### config.mk
export PLATFORM = sky130hd
export DESIGN_NAME = regular_graph_shortcode_decoder_flat
export DESIGN_NICKNAME = d
export VERILOG_FILES = /design/src/rtl/core/rgsd_pkg.sv /design/src/rtl/core/rgsd_if.sv /design/src/rtl/core/regular_graph_shortcode_decoder.sv /design/src/flat_wrapper.sv
export SDC_FILE = /design/constraint.sdc
export NUM_CORES = 1
export LEC_CHECK = 0
export BUFFER_PORTS_ARGS = -buffer_cell sky130_fd_sc_hd__buf_2
export CORE_MARGIN = 1
export CORE_UTILIZATION = 65
export DETAILED_ROUTE_END_ITERATION = 10
export PLACE_DENSITY = 0.82
export SLEW_MARGIN = 20
export SYNTH_ARGS = -nofsm -noshare
export SYNTH_HDL_FRONTEND = slang
export SYNTH_SLANG_ARGS = --single-unit
### constraint.sdc
create_clock -name clk -period 10.1 [get_ports clk]
set_input_delay 1.515 -clock clk [delete_from_list [all_inputs] [get_ports clk]]
set_output_delay 1.515 -clock clk [all_outputs]
set_load 0.02 [all_outputs]
### src/rtl/core/rgsd_pkg.sv
// rgsd_pkg: field widths, configuration register indexes and the result record
// of the regular graph shortcode decoder. No dependencies.
package rgsd_pkg;

  localparam int BYTE_W     = 8;
  localparam int VTX_W      = 6;
  localparam int SLOT_W     = 4;
  localparam int CNT_W      = 6;
  localparam int DEG_W      = 4;
  localparam int CFG_IDX_W  = 2;
  localparam int CFG_DATA_W = 6;

  localparam logic [CFG_IDX_W-1:0] CFG_VERTEX_COUNT  = 2'd0;
  localparam logic [CFG_IDX_W-1:0] CFG_VERTEX_DEGREE = 2'd1;

  typedef struct packed {
    logic [VTX_W-1:0]  first_vertex;
    logic [SLOT_W-1:0] first_slot;
    logic [VTX_W-1:0]  second_vertex;
    logic [SLOT_W-1:0] second_slot;
    logic              graph_done;
    logic              faulty;
  } rgsd_result_t;

endpackage

### src/rtl/core/rgsd_if.sv
// rgsd_if: valid/ready channels of the shortcode decoder (code bytes, edges,
// configuration writes). Depends on rgsd_pkg.
interface rgsd_code_if;
  import rgsd_pkg::*;
  logic              valid;
  logic              ready;
  logic [BYTE_W-1:0] code_byte;
  logic              stream_end;
  modport source(output valid, code_byte, stream_end, input ready);
  modport sink(input valid, code_byte, stream_end, output ready);
endinterface

interface rgsd_edge_if;
  import rgsd_pkg::*;
  logic              valid;
  logic              ready;
  logic [VTX_W-1:0]  first_vertex;
  logic [SLOT_W-1:0] first_slot;
  logic [VTX_W-1:0]  second_vertex;
  logic [SLOT_W-1:0] second_slot;
  logic              graph_done;
  logic              faulty;
  modport source(output valid, first_vertex, first_slot, second_vertex, second_slot,
                 graph_done, faulty, input ready);
  modport sink(input valid, first_vertex, first_slot, second_vertex, second_slot,
               graph_done, faulty, output ready);
endinterface

interface rgsd_cfg_if;
  import rgsd_pkg::*;
  logic                  valid;
  logic                  ready;
  logic [CFG_IDX_W-1:0]  index;
  logic [CFG_DATA_W-1:0] data;
  modport source(output valid, index, data, input ready);
  modport sink(input valid, index, data, output ready);
endinterface

### src/rtl/core/regular_graph_shortcode_decoder.sv
// regular_graph_shortcode_decoder: decodes prefix-compressed shortcodes of
// k-regular graphs into edges. Depends on rgsd_pkg and rgsd_if.
//
// Channels: codes carries one stream byte (code_byte) or a stream end marker
// per transfer; edges carries one edge (v, slot in v, w, slot in w) per
// transfer, with graph_done on a graph's last edge and faulty on bad input;
// cfg writes vertex_count (index 0) and vertex_degree (index 1); the user must
// write them only while the block is idle, and the block itself does not enforce it.
// One item is in work at a time. A code byte goes S_START, S_CHKV (again per
// full vertex skipped), S_CHKW, S_WRW, S_PUT; a self loop or a fault goes to
// S_PUT early. A bad header or a stream end inside a record goes from S_IDLE
// to S_PUT, and the next byte is taken once the result is in the output
// register. A header replays each stored byte via S_RPL and S_RPLD through
// the same path. The cost is set by the read-modify-write of the per-vertex
// degree memory and the code store read during replay.
// The result sits in an output register: the next byte is taken while it
// waits, but a new result stalls until edges takes the previous one.
// Reset (synchronous, rst high) sets n=32, k=3, closes any record and marks
// all degrees zero through per-vertex valid bits; the code store holds
// nothing until written, and replaying unwritten entries is undefined.
module regular_graph_shortcode_decoder #(
  parameter int MAX_VERTICES = 32,
  parameter int MAX_DEGREE   = 8,
  parameter int MAX_EDGES    = 64
) (
  input logic         clk,
  input logic         rst,
  rgsd_code_if.sink   codes,
  rgsd_edge_if.source edges,
  rgsd_cfg_if.sink    cfg
);
  import rgsd_pkg::*;

  localparam int VW  = $clog2(MAX_VERTICES + 1);
  localparam int VCW = $clog2(MAX_VERTICES + 2);
  localparam int AW  = $clog2(MAX_VERTICES);
  localparam int PW  = $clog2(MAX_EDGES + 1);
  localparam int EAW = (MAX_EDGES > 1) ? $clog2(MAX_EDGES) : 1;

  typedef enum logic [2:0] {
    S_IDLE, S_RPL, S_RPLD, S_START, S_CHKV, S_CHKW, S_WRW, S_PUT
  } state_t;

  state_t            state, state_next;
  logic [CNT_W-1:0]  vtx_cnt;
  logic [DEG_W-1:0]  vtx_deg;
  logic [VTX_W-1:0]  cur, cur_next;
  logic [PW-1:0]     pos, pos_next;
  logic              in_record, in_record_next;
  logic [PW-1:0]     ridx, ridx_next;
  logic [PW-1:0]     slen, slen_next;
  logic              rep, rep_next;
  logic [BYTE_W-1:0] w, w_next;
  logic              last, last_next;
  logic [VCW-1:0]    vcur, vcur_next;
  logic [SLOT_W-1:0] fv, fv_next;
  logic [SLOT_W-1:0] fw, fw_next;
  rgsd_result_t      res, res_next;
  rgsd_result_t      o_res;
  logic              o_vld, o_vld_next, out_load;

  logic [VCW-1:0]    n_eff;
  logic [DEG_W-1:0]  k_eff;
  logic [9:0]        nk;
  logic [PW-1:0]     code_len;

  logic [SLOT_W-1:0] fill_mem [MAX_VERTICES];
  logic [MAX_VERTICES-1:0] fill_vld;
  logic              fill_re, fill_we, fill_clr, fill_rvld;
  logic [AW-1:0]     fill_raddr, fill_waddr;
  logic [SLOT_W-1:0] fill_wdata, fill_rd, fill_cur;

  logic [VW-1:0]     code_mem [MAX_EDGES];
  logic              code_we, code_re;
  logic [EAW-1:0]    code_waddr, code_raddr;
  logic [VW-1:0]     code_wdata, code_rd;

  logic              b_ok;
  logic [VCW-1:0]    vstart, vinc;

  always_comb begin
    n_eff = ({1'b0, vtx_cnt} > 7'(MAX_VERTICES)) ? VCW'(MAX_VERTICES) : VCW'(vtx_cnt);
    k_eff = (vtx_deg > DEG_W'(MAX_DEGREE)) ? DEG_W'(MAX_DEGREE) : vtx_deg;
    nk    = 10'(n_eff) * 10'(k_eff);
    code_len = ((nk >> 1) > 10'(MAX_EDGES)) ? PW'(MAX_EDGES) : PW'(nk >> 1);
  end

  assign codes.ready = (state == S_IDLE);
  assign cfg.ready   = 1'b1;
  assign out_load    = (state == S_PUT) && (!o_vld || edges.ready);
  assign o_vld_next  = out_load || (o_vld && !edges.ready);
  assign fill_cur    = fill_rvld ? fill_rd : '0;
  assign b_ok        = (codes.code_byte != '0) && (9'(codes.code_byte) <= 9'(n_eff));
  assign vstart      = (cur == '0) ? VCW'(1) : VCW'(cur);
  assign vinc        = vcur + VCW'(1);

  always_comb begin
    state_next     = state;
    cur_next       = cur;
    pos_next       = pos;
    in_record_next = in_record;
    ridx_next      = ridx;
    slen_next      = slen;
    rep_next       = rep;
    w_next         = w;
    last_next      = last;
    vcur_next      = vcur;
    fv_next        = fv;
    fw_next        = fw;
    res_next       = res;
    fill_re        = 1'b0;
    fill_raddr     = '0;
    fill_we        = 1'b0;
    fill_waddr     = '0;
    fill_wdata     = '0;
    fill_clr       = 1'b0;
    code_we        = 1'b0;
    code_waddr     = '0;
    code_wdata     = '0;
    code_re        = 1'b0;
    code_raddr     = '0;

    case (state)
      S_IDLE: begin
        if (codes.valid) begin
          res_next = '0;
          rep_next = 1'b0;
          if (codes.stream_end) begin
            if (in_record) begin
              in_record_next = 1'b0;
              pos_next = '0;
              res_next.faulty = 1'b1;
              state_next = S_PUT;
            end
          end else if (!in_record) begin
            if (9'(codes.code_byte) > 9'(code_len)) begin
              res_next.faulty = 1'b1;
              state_next = S_PUT;
            end else begin
              fill_clr  = 1'b1;
              cur_next  = VTX_W'(1);
              ridx_next = '0;
              slen_next = PW'(codes.code_byte);
              rep_next  = 1'b1;
              if (9'(codes.code_byte) == 9'(code_len)) begin
                pos_next = '0;
              end else begin
                in_record_next = 1'b1;
                pos_next = PW'(codes.code_byte);
              end
              if (codes.code_byte != '0) begin
                state_next = S_RPL;
              end
            end
          end else if (pos >= code_len) begin
            in_record_next = 1'b0;
            pos_next = '0;
            res_next.faulty = 1'b1;
            res_next.graph_done = 1'b1;
            state_next = S_PUT;
          end else begin
            code_we    = 1'b1;
            code_waddr = EAW'(pos);
            code_wdata = b_ok ? VW'(codes.code_byte) : '0;
            w_next     = codes.code_byte;
            last_next  = (pos + PW'(1)) == code_len;
            if ((pos + PW'(1)) == code_len) begin
              in_record_next = 1'b0;
              pos_next = '0;
            end else begin
              pos_next = pos + PW'(1);
            end
            state_next = S_START;
          end
        end
      end
      S_RPL: begin
        code_re    = 1'b1;
        code_raddr = EAW'(ridx);
        last_next  = (ridx + PW'(1)) == code_len;
        state_next = S_RPLD;
      end
      S_RPLD: begin
        w_next = BYTE_W'(code_rd);
        state_next = S_START;
      end
      S_START: begin
        res_next = '0;
        res_next.graph_done = last;
        vcur_next = vstart;
        if (vstart <= n_eff) begin
          fill_re    = 1'b1;
          fill_raddr = AW'(vstart - VCW'(1));
          state_next = S_CHKV;
        end else begin
          cur_next = VTX_W'(vstart);
          res_next.faulty = 1'b1;
          state_next = S_PUT;
        end
      end
      S_CHKV: begin
        if (fill_cur >= k_eff) begin
          vcur_next = vinc;
          if (vinc <= n_eff) begin
            fill_re    = 1'b1;
            fill_raddr = AW'(vcur);
          end else begin
            cur_next = VTX_W'(vinc);
            res_next.faulty = 1'b1;
            state_next = S_PUT;
          end
        end else begin
          cur_next = VTX_W'(vcur);
          fv_next  = fill_cur;
          if (w == '0 || 9'(w) > 9'(n_eff)) begin
            res_next.faulty = 1'b1;
            state_next = S_PUT;
          end else if (BYTE_W'(vcur) == w) begin
            if (5'(fill_cur) + 5'd2 <= 5'(k_eff)) begin
              fill_we    = 1'b1;
              fill_waddr = AW'(vcur - VCW'(1));
              fill_wdata = fill_cur + SLOT_W'(2);
              res_next.first_vertex  = VTX_W'(vcur);
              res_next.first_slot    = fill_cur + SLOT_W'(1);
              res_next.second_vertex = VTX_W'(w);
              res_next.second_slot   = fill_cur + SLOT_W'(2);
            end else begin
              res_next.faulty = 1'b1;
            end
            state_next = S_PUT;
          end else begin
            fill_re    = 1'b1;
            fill_raddr = AW'(w - BYTE_W'(1));
            state_next = S_CHKW;
          end
        end
      end
      S_CHKW: begin
        if (fill_cur < k_eff) begin
          fill_we    = 1'b1;
          fill_waddr = AW'(vcur - VCW'(1));
          fill_wdata = fv + SLOT_W'(1);
          fw_next    = fill_cur;
          state_next = S_WRW;
        end else begin
          res_next.faulty = 1'b1;
          state_next = S_PUT;
        end
      end
      S_WRW: begin
        fill_we    = 1'b1;
        fill_waddr = AW'(w - BYTE_W'(1));
        fill_wdata = fw + SLOT_W'(1);
        res_next.first_vertex  = VTX_W'(vcur);
        res_next.first_slot    = fv + SLOT_W'(1);
        res_next.second_vertex = VTX_W'(w);
        res_next.second_slot   = fw + SLOT_W'(1);
        state_next = S_PUT;
      end
      S_PUT: begin
        if (out_load) begin
          if (rep && ((ridx + PW'(1)) < slen)) begin
            ridx_next  = ridx + PW'(1);
            state_next = S_RPL;
          end else begin
            state_next = S_IDLE;
          end
        end
      end
      default: state_next = S_IDLE;
    endcase
  end

  always_ff @(posedge clk) begin
    if (rst) begin
      state     <= S_IDLE;
      vtx_cnt   <= CNT_W'(32);
      vtx_deg   <= DEG_W'(3);
      cur       <= VTX_W'(1);
      pos       <= '0;
      in_record <= 1'b0;
      rep       <= 1'b0;
      o_vld     <= 1'b0;
      fill_vld  <= '0;
    end else begin
      state     <= state_next;
      cur       <= cur_next;
      pos       <= pos_next;
      in_record <= in_record_next;
      rep       <= rep_next;
      o_vld     <= o_vld_next;
      if (fill_clr) begin
        fill_vld <= '0;
      end else if (fill_we) begin
        fill_vld[fill_waddr] <= 1'b1;
      end
      if (cfg.valid && cfg.ready) begin
        case (cfg.index)
          CFG_VERTEX_COUNT:  vtx_cnt <= CNT_W'(cfg.data);
          CFG_VERTEX_DEGREE: vtx_deg <= DEG_W'(cfg.data);
          default: ;
        endcase
      end
    end
  end

  always_ff @(posedge clk) begin
    ridx <= ridx_next;
    slen <= slen_next;
    w    <= w_next;
    last <= last_next;
    vcur <= vcur_next;
    fv   <= fv_next;
    fw   <= fw_next;
    res  <= res_next;
    if (out_load) begin
      o_res <= res;
    end
  end

  always_ff @(posedge clk) begin
    if (fill_we) begin
      fill_mem[fill_waddr] <= fill_wdata;
    end
    if (fill_re) begin
      fill_rd   <= fill_mem[fill_raddr];
      fill_rvld <= fill_vld[fill_raddr];
    end
  end

  always_ff @(posedge clk) begin
    if (code_we) begin
      code_mem[code_waddr] <= code_wdata;
    end
    if (code_re) begin
      code_rd <= code_mem[code_raddr];
    end
  end

  assign edges.valid         = o_vld;
  assign edges.first_vertex  = o_res.first_vertex;
  assign edges.first_slot    = o_res.first_slot;
  assign edges.second_vertex = o_res.second_vertex;
  assign edges.second_slot   = o_res.second_slot;
  assign edges.graph_done    = o_res.graph_done;
  assign edges.faulty        = o_res.faulty;

  a_fault_zero: assert property (@(posedge clk) disable iff (rst)
    edges.valid && edges.faulty |->
      edges.first_vertex == '0 && edges.first_slot == '0 &&
      edges.second_vertex == '0 && edges.second_slot == '0)
    else $error("faulty edge carries nonzero fields");

  a_slot_range: assert property (@(posedge clk) disable iff (rst)
    edges.valid && !edges.faulty |->
      edges.first_slot != '0 && edges.second_slot != '0 &&
      edges.first_slot <= k_eff && edges.second_slot <= k_eff)
    else $error("edge slot out of degree range");

  a_vertex_range: assert property (@(posedge clk) disable iff (rst)
    state == S_CHKV |-> vcur != '0 && vcur <= n_eff)
    else $error("degree check on vertex outside the graph");

endmodule
### src/flat_wrapper.sv
// flat-port wrapper written by rule: the top's interface ports become plain ports
module regular_graph_shortcode_decoder_flat import rgsd_pkg::*;
#(
  parameter int MAX_VERTICES = 32,
  parameter int MAX_DEGREE   = 8,
  parameter int MAX_EDGES    = 64
)
  (clk, rst, codes_valid, codes_code_byte, codes_stream_end, codes_ready, edges_valid, edges_first_vertex, edges_first_slot, edges_second_vertex, edges_second_slot, edges_graph_done, edges_faulty, edges_ready, cfg_valid, cfg_index, cfg_data, cfg_ready);
  rgsd_code_if codes_i ();
  rgsd_edge_if edges_i ();
  rgsd_cfg_if cfg_i ();
  input logic clk;
  input logic rst;
  input wire logic [$bits(codes_i.valid)-1:0] codes_valid;
  input wire logic [$bits(codes_i.code_byte)-1:0] codes_code_byte;
  input wire logic [$bits(codes_i.stream_end)-1:0] codes_stream_end;
  output wire logic [$bits(codes_i.ready)-1:0] codes_ready;
  output wire logic [$bits(edges_i.valid)-1:0] edges_valid;
  output wire logic [$bits(edges_i.first_vertex)-1:0] edges_first_vertex;
  output wire logic [$bits(edges_i.first_slot)-1:0] edges_first_slot;
  output wire logic [$bits(edges_i.second_vertex)-1:0] edges_second_vertex;
  output wire logic [$bits(edges_i.second_slot)-1:0] edges_second_slot;
  output wire logic [$bits(edges_i.graph_done)-1:0] edges_graph_done;
  output wire logic [$bits(edges_i.faulty)-1:0] edges_faulty;
  input wire logic [$bits(edges_i.ready)-1:0] edges_ready;
  input wire logic [$bits(cfg_i.valid)-1:0] cfg_valid;
  input wire logic [$bits(cfg_i.index)-1:0] cfg_index;
  input wire logic [$bits(cfg_i.data)-1:0] cfg_data;
  output wire logic [$bits(cfg_i.ready)-1:0] cfg_ready;
  assign codes_i.valid = codes_valid;
  assign codes_i.code_byte = codes_code_byte;
  assign codes_i.stream_end = codes_stream_end;
  assign codes_ready = codes_i.ready;
  assign edges_valid = edges_i.valid;
  assign edges_first_vertex = edges_i.first_vertex;
  assign edges_first_slot = edges_i.first_slot;
  assign edges_second_vertex = edges_i.second_vertex;
  assign edges_second_slot = edges_i.second_slot;
  assign edges_graph_done = edges_i.graph_done;
  assign edges_faulty = edges_i.faulty;
  assign edges_i.ready = edges_ready;
  assign cfg_i.valid = cfg_valid;
  assign cfg_i.index = cfg_index;
  assign cfg_i.data = cfg_data;
  assign cfg_ready = cfg_i.ready;
  regular_graph_shortcode_decoder #(.MAX_VERTICES(MAX_VERTICES), .MAX_DEGREE(MAX_DEGREE), .MAX_EDGES(MAX_EDGES)) u_core (.clk(clk), .rst(rst), .codes(codes_i), .edges(edges_i), .cfg(cfg_i));
endmodule
-- After elaboration in Yosys (flattened, before gate mapping)
Memory sizes are Yosys's and may differ from the RTL's. A register that Yosys moved wholly into a read port is not among the register bits.
Cells that the tools add are included.
- $lt $le $gt $ge: 16
- muxes and demuxes: 144
- add/sub/neg operators: 11
- bitwise operators: 5
- multiply operators: 1
- reductions and logical operators: 40
- equality and inequality tests: 34
- operators with widths (cell ; count):
    2-to-1 mux 6 bit ; 22
    2-to-1 mux 7 bit ; 14
    2-to-1 mux 20 bit ; 4
    one-hot mux 20 bit (4 select lines) ; 1
    2-to-1 mux 1 bit ; 52
    2-to-1 mux 5 bit ; 10
    2-to-1 mux 8 bit ; 4
    OR 32 bit ; 1
    2-to-1 mux 3 bit ; 10
    2-to-1 mux 4 bit ; 7
    one-hot mux 3 bit (8 select lines) ; 1
    2-to-1 mux 22 bit ; 1
    != test 2 bit (second input constant) ; 10
    AND reduction 5 bit ; 4
    one-hot mux 6 bit (3 select lines) ; 1
    one-hot mux 8 bit (2 select lines) ; 1
    one-hot mux 5 bit (3 select lines) ; 1
    subtractor 5 x 1 -> 5 bit (second input constant) ; 3
    adder 7 x 1 -> 7 bit (second input constant) ; 2
    == test 7 bit ; 2
    != test 2 x 1 -> 1 bit (second input constant) ; 7
    one-hot mux 7 bit (2 select lines) ; 1
    AND reduction 2 bit ; 7
    AND reduction 7 bit ; 2
    other kinds (53) ; 83
- logic and storage cells: 282
- memories kept: 2
- output and inout bits: 25
- register bits after elaboration: 143
- input port bits: 22
- memory bits (writable): 512
- memory list (name ; words ; bits a word ; read ports ; clocked after Yosys merged registers in ; write ports ; line ; RTL):
    u_core.code_mem ; 64 ; 6 ; 1 ; 1 ; 1 ; regular_graph_shortcode_decoder.sv:73 ; logic [VW-1:0] code_mem [MAX_EDGES];
    u_core.fill_mem ; 32 ; 4 ; 1 ; 1 ; 1 ; regular_graph_shortcode_decoder.sv:67 ; logic [SLOT_W-1:0] fill_mem [MAX_VERTICES];

-- Depth between registers and ports, before layout
Gate-level depths: netlist of the first run.
- word-level depth: 13
- mapped depth: 25
- depth with buffers taken out: 24

-- Worst setup path after synthesis of the first run
OpenSTA, ideal clock, no wires.
- kind: reg2reg
- from: reg u_core.vtx_cnt[5]
- to: mem u_core.code_mem[56][0] (netlist name) (enable)
- required time: 9714 ps
- arrival time: 6464 ps
- setup time: 386 ps
- period minus slack after synthesis: 6849 ps
- path buffers: 1
- path slack: 3251 ps
- stages on the path, launching flop included: 23
- cell sequence: dfxtp_1 -> inv_1 -> nand2_1 -> inv_1 -> nand2_1 -> fa_1 -> fa_1 -> fa_1 -> xnor2_1 -> or4b_1 -> o31a_1 -> nor3_1 -> and2_1 -> ha_1 -> nand2b_1 -> a21o_1 -> a21o_1 -> a21o_1 -> a21oi_1 -> o2111a_1 -> clkbuf_1 -> nand4_1 -> nor4_1
- word-level cells in the longest chain between the ends: 13
- elaborated cells on any way between the ends: 18
- classes of those cells: mul (1); order compare (3); mux (14)
- ends and longest elaborated chain (what ; line ; RTL):
    start, declared ; regular_graph_shortcode_decoder.sv:45 ; logic [CNT_W-1:0] vtx_cnt;
    start signal, assigned ; regular_graph_shortcode_decoder.sv:299 ; CFG_VERTEX_COUNT: vtx_cnt <= CNT_W'(cfg.data);
    greater-than comparator 6 bit ; regular_graph_shortcode_decoder.sv:82 ; n_eff = ({1'b0, vtx_cnt} > 7'(MAX_VERTICES)) ? VCW'(MAX_VERTICES) : VCW'(vtx_cnt);
    2-to-1 mux 6 bit (*) ; regular_graph_shortcode_decoder.sv:82 ;
    multiplier 6 x 4 -> 10 bit (*) ; regular_graph_shortcode_decoder.sv:84 ; nk = 10'(n_eff) * 10'(k_eff);
    greater-than comparator 9 x 7 -> 1 bit ; regular_graph_shortcode_decoder.sv:85 ; code_len = ((nk >> 1) > 10'(MAX_EDGES)) ? PW'(MAX_EDGES) : PW'(nk >> 1);
    2-to-1 mux 7 bit (*) ; regular_graph_shortcode_decoder.sv:85 ;
    >= comparator 7 bit (*) ; regular_graph_shortcode_decoder.sv:155 ; end else if (pos >= code_len) begin
    2-to-1 mux 1 bit ; regular_graph_shortcode_decoder.sv:155 ;
    2-to-1 mux 1 bit ; regular_graph_shortcode_decoder.sv:135 ; end else if (!in_record) begin
    2-to-1 mux 1 bit ; regular_graph_shortcode_decoder.sv:128 ; if (codes.stream_end) begin
    2-to-1 mux 1 bit ; regular_graph_shortcode_decoder.sv:125 ; if (codes.valid) begin
    2-to-1 mux 1 bit ; regular_graph_shortcode_decoder.sv:123 ; case (state)
    2-to-1 mux 1 bit ; regular_graph_shortcode_decoder.sv:332 ; if (code_we) begin
    2-to-1 mux 1 bit (implied by the code) ; regular_graph_shortcode_decoder.sv:333 ; code_mem[code_waddr] <= code_wdata;
    end, declared ; regular_graph_shortcode_decoder.sv:73 ;
Every way passes the cells marked *; elsewhere a longest branch is shown, timed or not.

-- Worst setup path in the final report of the first run
- from: reg u_core.vtx_cnt[5]
- to: mem u_core.code_mem[46][3] (netlist name) (enable)
The elaborated chain is that of the path after synthesis.

==> flow_metrics.py, run 1 <==
metrics = {
    "synthesis": {
        "synth_top_area_frac": 0.606,
        "yosysWarnings": 0,
        "muxShareOfSynthArea": 0.0784,
        "synth.most_common_cell": "edfxtp_1",
        "synth_xor_area_frac": 0.0152,
        "synth_top_area_cell": "edfxtp_1",
        "synth_compound_area_frac": 0.0956,
        "synth_cells": 2214,
        "synthTopCellsByCount": "edfxtp_1 (604), nor2_1 (272), nand2_1 (161)",
        "synth_edf_count": 604,
        "synth_area_um2": 29900,
        "synth_seq_cells": 665,
        "synth_fa_ha_area_frac": 0.0371,
        "synth.avg_cell_area_um2": 13.5,
        "ys_types": 81,
        "async_reset_ff_frac": 0,
        "synth_top_cells_by_area": "edfxtp_1 (61%), mux4_2 (5.4%), dfxtp_1 (4.1%)",
        "synth_seq_area_share": 0.646,
        "synth_nets": 2320,
        "synth_top_family_by_area": "simple AND/OR/NAND/NOR gates",
        "synth-simple-area-share": 0.104,
        "synthFlopType": "edfxtp_1",
    },
    "route": {
        "vias": 19500,
        "drc": 0,
        "drt-initial-drc-count": 2451,
        "wire_per_inst_um": 25.6,
        "drt-total-wl_um": 74100,
        "antenna_left": 0,
        "first_pass_iters": 8,
        "via_per_inst": 6.75,
    },
    "final_layout": {
        "drive_gt1_frac": 0.137,
        "n_fill_cell": 2773,
        "finalNetCount": 2343,
        "area_delta_synth_final_pct": 10.3,
    },
    "grt": {
        "antenna_found_initial": 0,
        "grt_pass1_wl_um": 114000,
        "grt_pass1_vias": 19200,
        "grt_usage": 0.323,
        "grt-ovfl-total": 0,
        "grt_start_max_net_pins": 78,
    },
    "clocking": {
        "cts_tree": "done",
        "cts.sinks": 665,
        "post_cts_buffers": 0,
        "cts_buffer_depth": 3,
        "clockRootBuffer": "clkbuf_16",
        "cts_buffers": 67,
        "clk_latency_ps": 610,
        "ctsResizeCount": 0,
        "clkSlewWorstSetupHoldPaths_ps": 60,
        "holdBufCountCts": 0,
        "h-tree-depth": 3,
    },
    "timing": {
        "worstMarginPinSlew_ps": 1100,
        "fmaxAchievable_mhz": 122,
        "rsz0062_at_grt": "no",
        "setup_viol": 0,
        "setup-tns-final_ps": 0,
        "period_needed_ps": 8220,
        "timing.final.hold_violations": 0,
        "slew_headroom": 0.261,
        "finClkSkew_ps": 27.5,
        "finalCritPeriodShare": 0.814,
        "layout_setup_ws_ps": 1880,
        "slew_viol_final": 0,
    },
    "worst_setup_path": {
        "reg2reg_depth": 22,
        "r2r-start": "u_core.vtx_cnt[5]",
        "startpoint_type": "flop",
        "path_cells": "inv_1 > nand2_1 > inv_1 > nand2_1 > fa_1 > fa_1 > fa_1 > xnor2_1 > or4b_1 > o31a_1 > nor3_1 > and2_1 > ha_1 > nand2b_1 > a21o_1 > a21o_1 > a21o_1 > a21oi_1 > o2111a_1 > and2_1 > nand3_1 > nor2_1",
        "crit_type": "reg -> reg",
        "critPathMaxFanout": 14,
        "r2r_slack_ps": 1880,
        "worst_ep_arrival_time_ps": 8440,
        "required_ps": 10330,
        "cpMaxStageDelayCell": "nor2_1",
        "cp-end-kind": "flop",
        "critPathMaxStageDelay_ps": 730,
        "r2r-end": "u_core.code_mem[46][3]",
    },
    "floorplan": {
        "dieArea_um2": 46900,
        "start_util": 0.660,
        "die_w_um": 217,
        "io_pins": 47,
        "die_h_um": 217,
        "core_um2": 45400,
        "rows": 78,
    },
    "placed_design": {
        "hpwl_um": 45800,
        "dp_slack_ps": 2140,
        "io_buffers": 45,
        "place_congestion": 0.947,
    },
    "worst_hold_path": {
        "min_path_cells": 0,
        "holdPathEnd": "u_core.edges.first_vertex[5]",
        "min_from": "u_core.res[21]",
        "hold_class": "reg -> reg",
    },
    "power": {
        "p_leak_nw": 12.4,
        "peakVddDrop_mv": 0.170,
        "pwr_density_cell_nw_per_um2": 210,
    },
    "outcome": {
        "status": "completed",
    },
    "job": {
        "cap_violations": 0,
    },
}
## worst max-delay path, delay by kind of cell (launching register included)
kind	cells	cell delay (ps)
xor+xnor	1	230
flops	1	370
simple gates	9	3360
fa+ha+maj	4	1850
compound gates	6	1640
buf+inv	2	410
## sequential cells by signal (all words and copies together) (netlist names), 6 cells and up
name	cells
u_core.vtx_cnt	6
u_core.code_rd	6
u_core.fill_vld	32
u_core.slen	7
u_core.fill_mem	128
u_core.code_mem	384
u_core.edges.first_vertex	6
u_core.edges.second_vertex	6
u_core.pos	7
u_core.w	8
u_core.ridx	7
u_core.res	22
u_core.cur	6
u_core.vcur	6
## metrics by stage
stage | hold WS [ps] | cell area [µm²] | instances | utilization | power [mW]
after floorplan | 400 | 30000 | 2214 | - | 4.02
after global placement | 403 | 30700 | 2766 | 0.676 | 4.30
after detailed placement | 408 | 30700 | 2766 | 0.676 | 4.33
after CTS | 421 | 33000 | 2889 | 0.727 | 6.91
after global routing | 429 | 33000 | 2891 | 0.728 | 7.13
final | 419 | 33000 | 2892 | 0.728 | 6.93
## cell families after synthesis
kind of cell	after synthesis
AND/OR/NAND/NOR	677
multiplexers	142
XOR/XNOR	52
buffers and inverters	176
adder cells (fa/ha/maj)	84
other	1
AO/OA/AOI/OAI	417
flip-flops	665
## cell usage in the layout, fill, tap and decap left out, drive strengths merged, types with 38 or more instances in the layout
| cell | count |
|---|---|
| mux2i | 49 |
| mux4 | 72 |
| inv | 73 |
| nand2 | 161 |
| edfxtp | 604 |
| buf | 66 |
| ha | 76 |
| dfxtp | 61 |
| nand3 | 62 |
| clkbuf | 88 |
| o21a | 47 |
| o21ai | 38 |
| a21oi | 127 |
| nor2 | 272 |
| a211oi | 48 |
## per-layer routing
metal | part of all wire | vias to the layer above | GRT usage
met4 | 0.051 | 0 | 0.160
met5 | 0 | - | 0
met3 | 0.095 | 250 | 0.0633
met1 | 0.36 | 9517 | 0.407
li1 | - | 8452 | -
met2 | 0.49 | 1293 | 0.539
## power by group
group          internal, mW  total [mW]  switching, mW
logic                 0.404        1.12          0.716
registers              3.10        3.20          0.104
clock network          1.54        2.60           1.06
total                  5.05        6.93           1.88
## worst max-delay path by stage
stage	slack (ps)	cells after the start	from	end
floorplan	3250	22	u_core.vtx_cnt[5]	u_core.code_mem[56][0]
global route	1510	22	u_core.vtx_cnt[5]	u_core.code_mem[30][1]
finish	1880	22	u_core.vtx_cnt[5]	u_core.code_mem[46][3]
CTS	1900	21	u_core.vtx_cnt[5]	u_core.code_mem[56][4]
detailed placement	2140	21	u_core.vtx_cnt[5]	u_core.code_mem[56][5]
global placement	2510	22	u_core.vtx_cnt[5]	u_core.code_mem[30][1]
## cell type report
cell class | instances | area [µm²] | area share
Antenna cell | 1 | 2.50 | 0.0000757
Clock inverter | 35 | 437 | 0.0132
Clock buffer | 88 | 1860 | 0.0563
Inverter | 64 | 240 | 0.00727
Timing Repair Buffer | 66 | 407 | 0.0123
Multi-Input combinational cell | 1373 | 9980 | 0.302
Sequential cell | 665 | 19400 | 0.586
Tap cell | 600 | 751 | 0.0227
(Power assumes the default switching activity.)
==> run 2: changes to the inputs <==
--- a/config.mk
+++ b/config.mk
@@ -5,11 +5,12 @@
 export SDC_FILE = /design/constraint.sdc
 export NUM_CORES = 1
 export LEC_CHECK = 0
+export ABC_AREA = 1
 export BUFFER_PORTS_ARGS = -buffer_cell sky130_fd_sc_hd__buf_2
 export CORE_MARGIN = 1
-export CORE_UTILIZATION = 65
+export CORE_UTILIZATION = 57
 export DETAILED_ROUTE_END_ITERATION = 10
-export PLACE_DENSITY = 0.82
+export PLACE_DENSITY = 0.76
 export SLEW_MARGIN = 20
 export SYNTH_ARGS = -nofsm -noshare
 export SYNTH_HDL_FRONTEND = slang
==> constraint.sdc (replaced) <==
create_clock -name clk -period 7.1 [get_ports clk]
set_input_delay 1.065 -clock clk [delete_from_list [all_inputs] [get_ports clk]]
set_output_delay 1.065 -clock clk [all_outputs]
set_load 0.02 [all_outputs]
==> run 2 against run 1 <==
  * Clock-buffer cell count increased by 3
  * Non-clock buffer count rose by 13
  * Clock power grew 40%
  * Largest cell class unchanged
  * Largest power group unchanged
  * Highest routed layer unchanged
==> flow_metrics.py, run 2 <==
metrics = {
    "outcome": {
        "status": "completed",
    },
    "final_layout": {
        "regMostFlops": "u_core.code_mem",
        "final_common_cell": "edfxtp_1",
        "largest_register_ff_count": 384,
        "final_cell_mix": "edfxtp_1 (604), nand2_1 (422), nor2_1 (376)",
        "reg.largest.list": "u_core.code_mem: 384 flops, u_core.fill_mem: 128 flops, u_core.fill_vld: 32 flops",
        "finalNonFillerCells": 3701,
        "n_fill_cell": 4071,
        "drive_gt1_frac": 0.113,
        "antenna_cells": 0,
        "finalNetCount": 3057,
        "area_delta_synth_final_pct": 10.1,
    },
    "route": {
        "via_per_inst": 5.97,
        "antenna_left": 0,
        "vias": 22100,
        "drc": 0,
        "wire_per_inst_um": 20.6,
        "drt-initial-drc-count": 2366,
        "first_pass_iters": 8,
        "drt-total-wl_um": 76300,
    },
    "timing": {
        "fmaxAchievable_mhz": 154,
        "setup_viol": 0,
        "worstMarginPinSlew_ps": 1130,
        "slew_viol_final": 0,
        "slew_headroom": 0.247,
        "finalCritPeriodShare": 0.915,
        "period_needed_ps": 6500,
        "rsz0062_at_grt": "no",
        "layout_setup_ws_ps": 601,
        "finClkSkew_ps": 31.1,
        "setup-tns-final_ps": 0,
        "timing.final.hold_violations": 0,
        "holdWs_ps": 418,
    },
    "synthesis": {
        "synth_cells": 2945,
        "synth_top_cells_by_area": "edfxtp_1 (58%), nand2_1 (5.1%), nor2_1 (4.6%)",
        "muxShareOfSynthArea": 0,
        "synth_top_area_cell": "edfxtp_1",
        "synth_edf_count": 604,
        "synth_top_area_frac": 0.577,
        "synth_nets": 3051,
        "synthTopCellsByCount": "edfxtp_1 (604), nand2_1 (423), nor2_1 (383)",
        "synth_seq_cells": 665,
        "synth_xor_area_frac": 0.00891,
        "synth_top_family_by_area": "simple AND/OR/NAND/NOR gates",
        "synth_seq_area_share": 0.616,
        "synth_area_um2": 31400,
        "ys_types": 62,
        "synth_compound_area_frac": 0.0932,
        "async_reset_ff_frac": 0,
        "yosysWarnings": 0,
        "synth-simple-area-share": 0.189,
        "synthFlopType": "edfxtp_1",
        "synth.most_common_cell": "edfxtp_1",
        "synth_fa_ha_area_frac": 0.0353,
        "synth.avg_cell_area_um2": 10.7,
    },
    "floorplan": {
        "rows": 85,
        "start_util": 0.581,
        "die_h_um": 237,
        "core_um2": 54100,
        "dieArea_um2": 56100,
        "die_w_um": 237,
        "io_pins": 47,
    },
    "power": {
        "p_leak_nw": 13.5,
        "combPwrFrac": 0.251,
        "clock_power_share": 0.326,
        "p_int_mw": 7.51,
        "power_switching_share": 0.325,
        "switchingPower_mw": 3.62,
        "peakVddDrop_mv": 0.272,
        "pwr_density_cell_nw_per_um2": 322,
        "power_frac_seq": 0.424,
    },
    "worst_setup_path": {
        "startpoint_type": "flop",
        "crit_type": "reg -> reg",
        "required_ps": 7330,
        "cp-end-kind": "flop",
        "worst_ep_arrival_time_ps": 6730,
        "critPathMaxFanout": 8,
    },
    "grt": {
        "grt-ovfl-total": 0,
        "grt_start_max_net_pins": 122,
        "grt_pass1_vias": 21700,
        "grt_usage": 0.274,
        "grt_pass1_wl_um": 119000,
        "antenna_found_initial": 0,
    },
    "placed_design": {
        "place_congestion": 0.969,
        "numPlacedInstances": 3577,
        "hpwl_um": 48900,
        "io_buffers": 45,
        "dp_slack_ps": 540,
    },
    "clocking": {
        "h-tree-depth": 3,
        "post_cts_buffers": 0,
        "cts.sinks": 665,
        "clkSlewWorstSetupHoldPaths_ps": 60,
        "cts_buffers": 68,
        "holdBufCountCts": 0,
        "ctsResizeCount": 0,
        "clockRootBuffer": "clkbuf_16",
        "cts_tree": "done",
        "cts_buffer_depth": 3,
        "clk_latency_ps": 620,
    },
    "worst_hold_path": {
        "hold_class": "reg -> reg",
    },
    "job": {
        "cap_violations": 0,
    },
}
[run 2: cell count changes after synthesis, sizes merged, moves of 50 or more]
cell,before,now
nand2,161,434
inv,64,315
nand3,62,268
o211ai,11,152
nor2,272,400
mux4,72,0
or2,26,98
a21oi,127,77
[run 2: layout make-up]
cell class,instances,area [µm²],share of cell area
clock inverter,33,367,0.0106
clock buffer,91,1890,0.0546
sequential,665,19400,0.559
tap,696,871,0.0252
timing repair buffer,79,534,0.0154
inverter,317,1210,0.0349
multi-input combinational,1820,10400,0.300
[run 2: power by group through the flow]
stage          logic (mW)  registers [mW]  clock network, mW
3_5_place_dp         2.72            4.80                  0
3_3_place_gp         2.67            4.79                  0
4_1_cts              2.75            4.72               3.66
2_1_floorplan        1.97            4.74                  0
5_1_grt              3.06            4.73               3.81
6_report             2.79            4.72               3.63
[run 2: critical path, cell delays in order, from the launching register on]
cell and delay [ps]:
dfxtp_1 300, inv_1 90, nand2_1 60, o41ai_1 310, nand2_1 160, inv_1 210
nand2_1 110, fa_1 510, fa_1 630, inv_1 60, ha_1 210, a21oi_1 230
nand2_1 100, nand2_1 90, nand2_1 50, nand2_1 50, nand2_1 70, inv_1 180
nand4_1 300, ha_1 430, a21oi_1 130, o21ai_0 90, nand4_1 70, o211a_1 130
nand2_1 160, nor2_8 150, nand4_1 560, nor2_1 640
[run 2: worst paths after layout]
check | start | end | slack (ps) | cells past startpoint
setup / recovery | u_core.vtx_cnt[1] | u_core.code_mem[44][1] | 600 | 27
hold / removal | u_core.res[2] | u_core.edges.second_slot[0] | 420 | 0
setup reg to reg | u_core.vtx_cnt[1] | u_core.code_mem[44][1] | 600 | 27
hold reg to reg | u_core.res[2] | u_core.edges.second_slot[0] | 420 | 0
[run 2: cells by family after synthesis]
family / after synthesis
other: 1
buffers and inverters: 460
DFF: 665
xor gates and xnor gates: 32
adders and majority gates: 84
and+or+nand+nor: 1282
AOI/OAI and AO/OA: 421
[run 2: per-layer routing]
metal	global-route usage	wire (µm)	vias up	share of wire
met5	0	0	-	0
met2	0.452	36400	955	0.48
met1	0.358	31000	10600	0.41
met3	0.0406	5340	208	0.070
met4	0.131	3540	0	0.046
li1	-	-	10400	-
[run 2: through the flow]
stage / utilization / total power [mW] / cell area [µm²]
global placement: 0.597 / 7.46 / 32300
CTS: 0.639 / 11.1 / 34600
floorplan: - / 6.72 / 31400
detailed placement: 0.597 / 7.52 / 32300
global route: 0.639 / 11.6 / 34600
finish: 0.639 / 11.1 / 34600
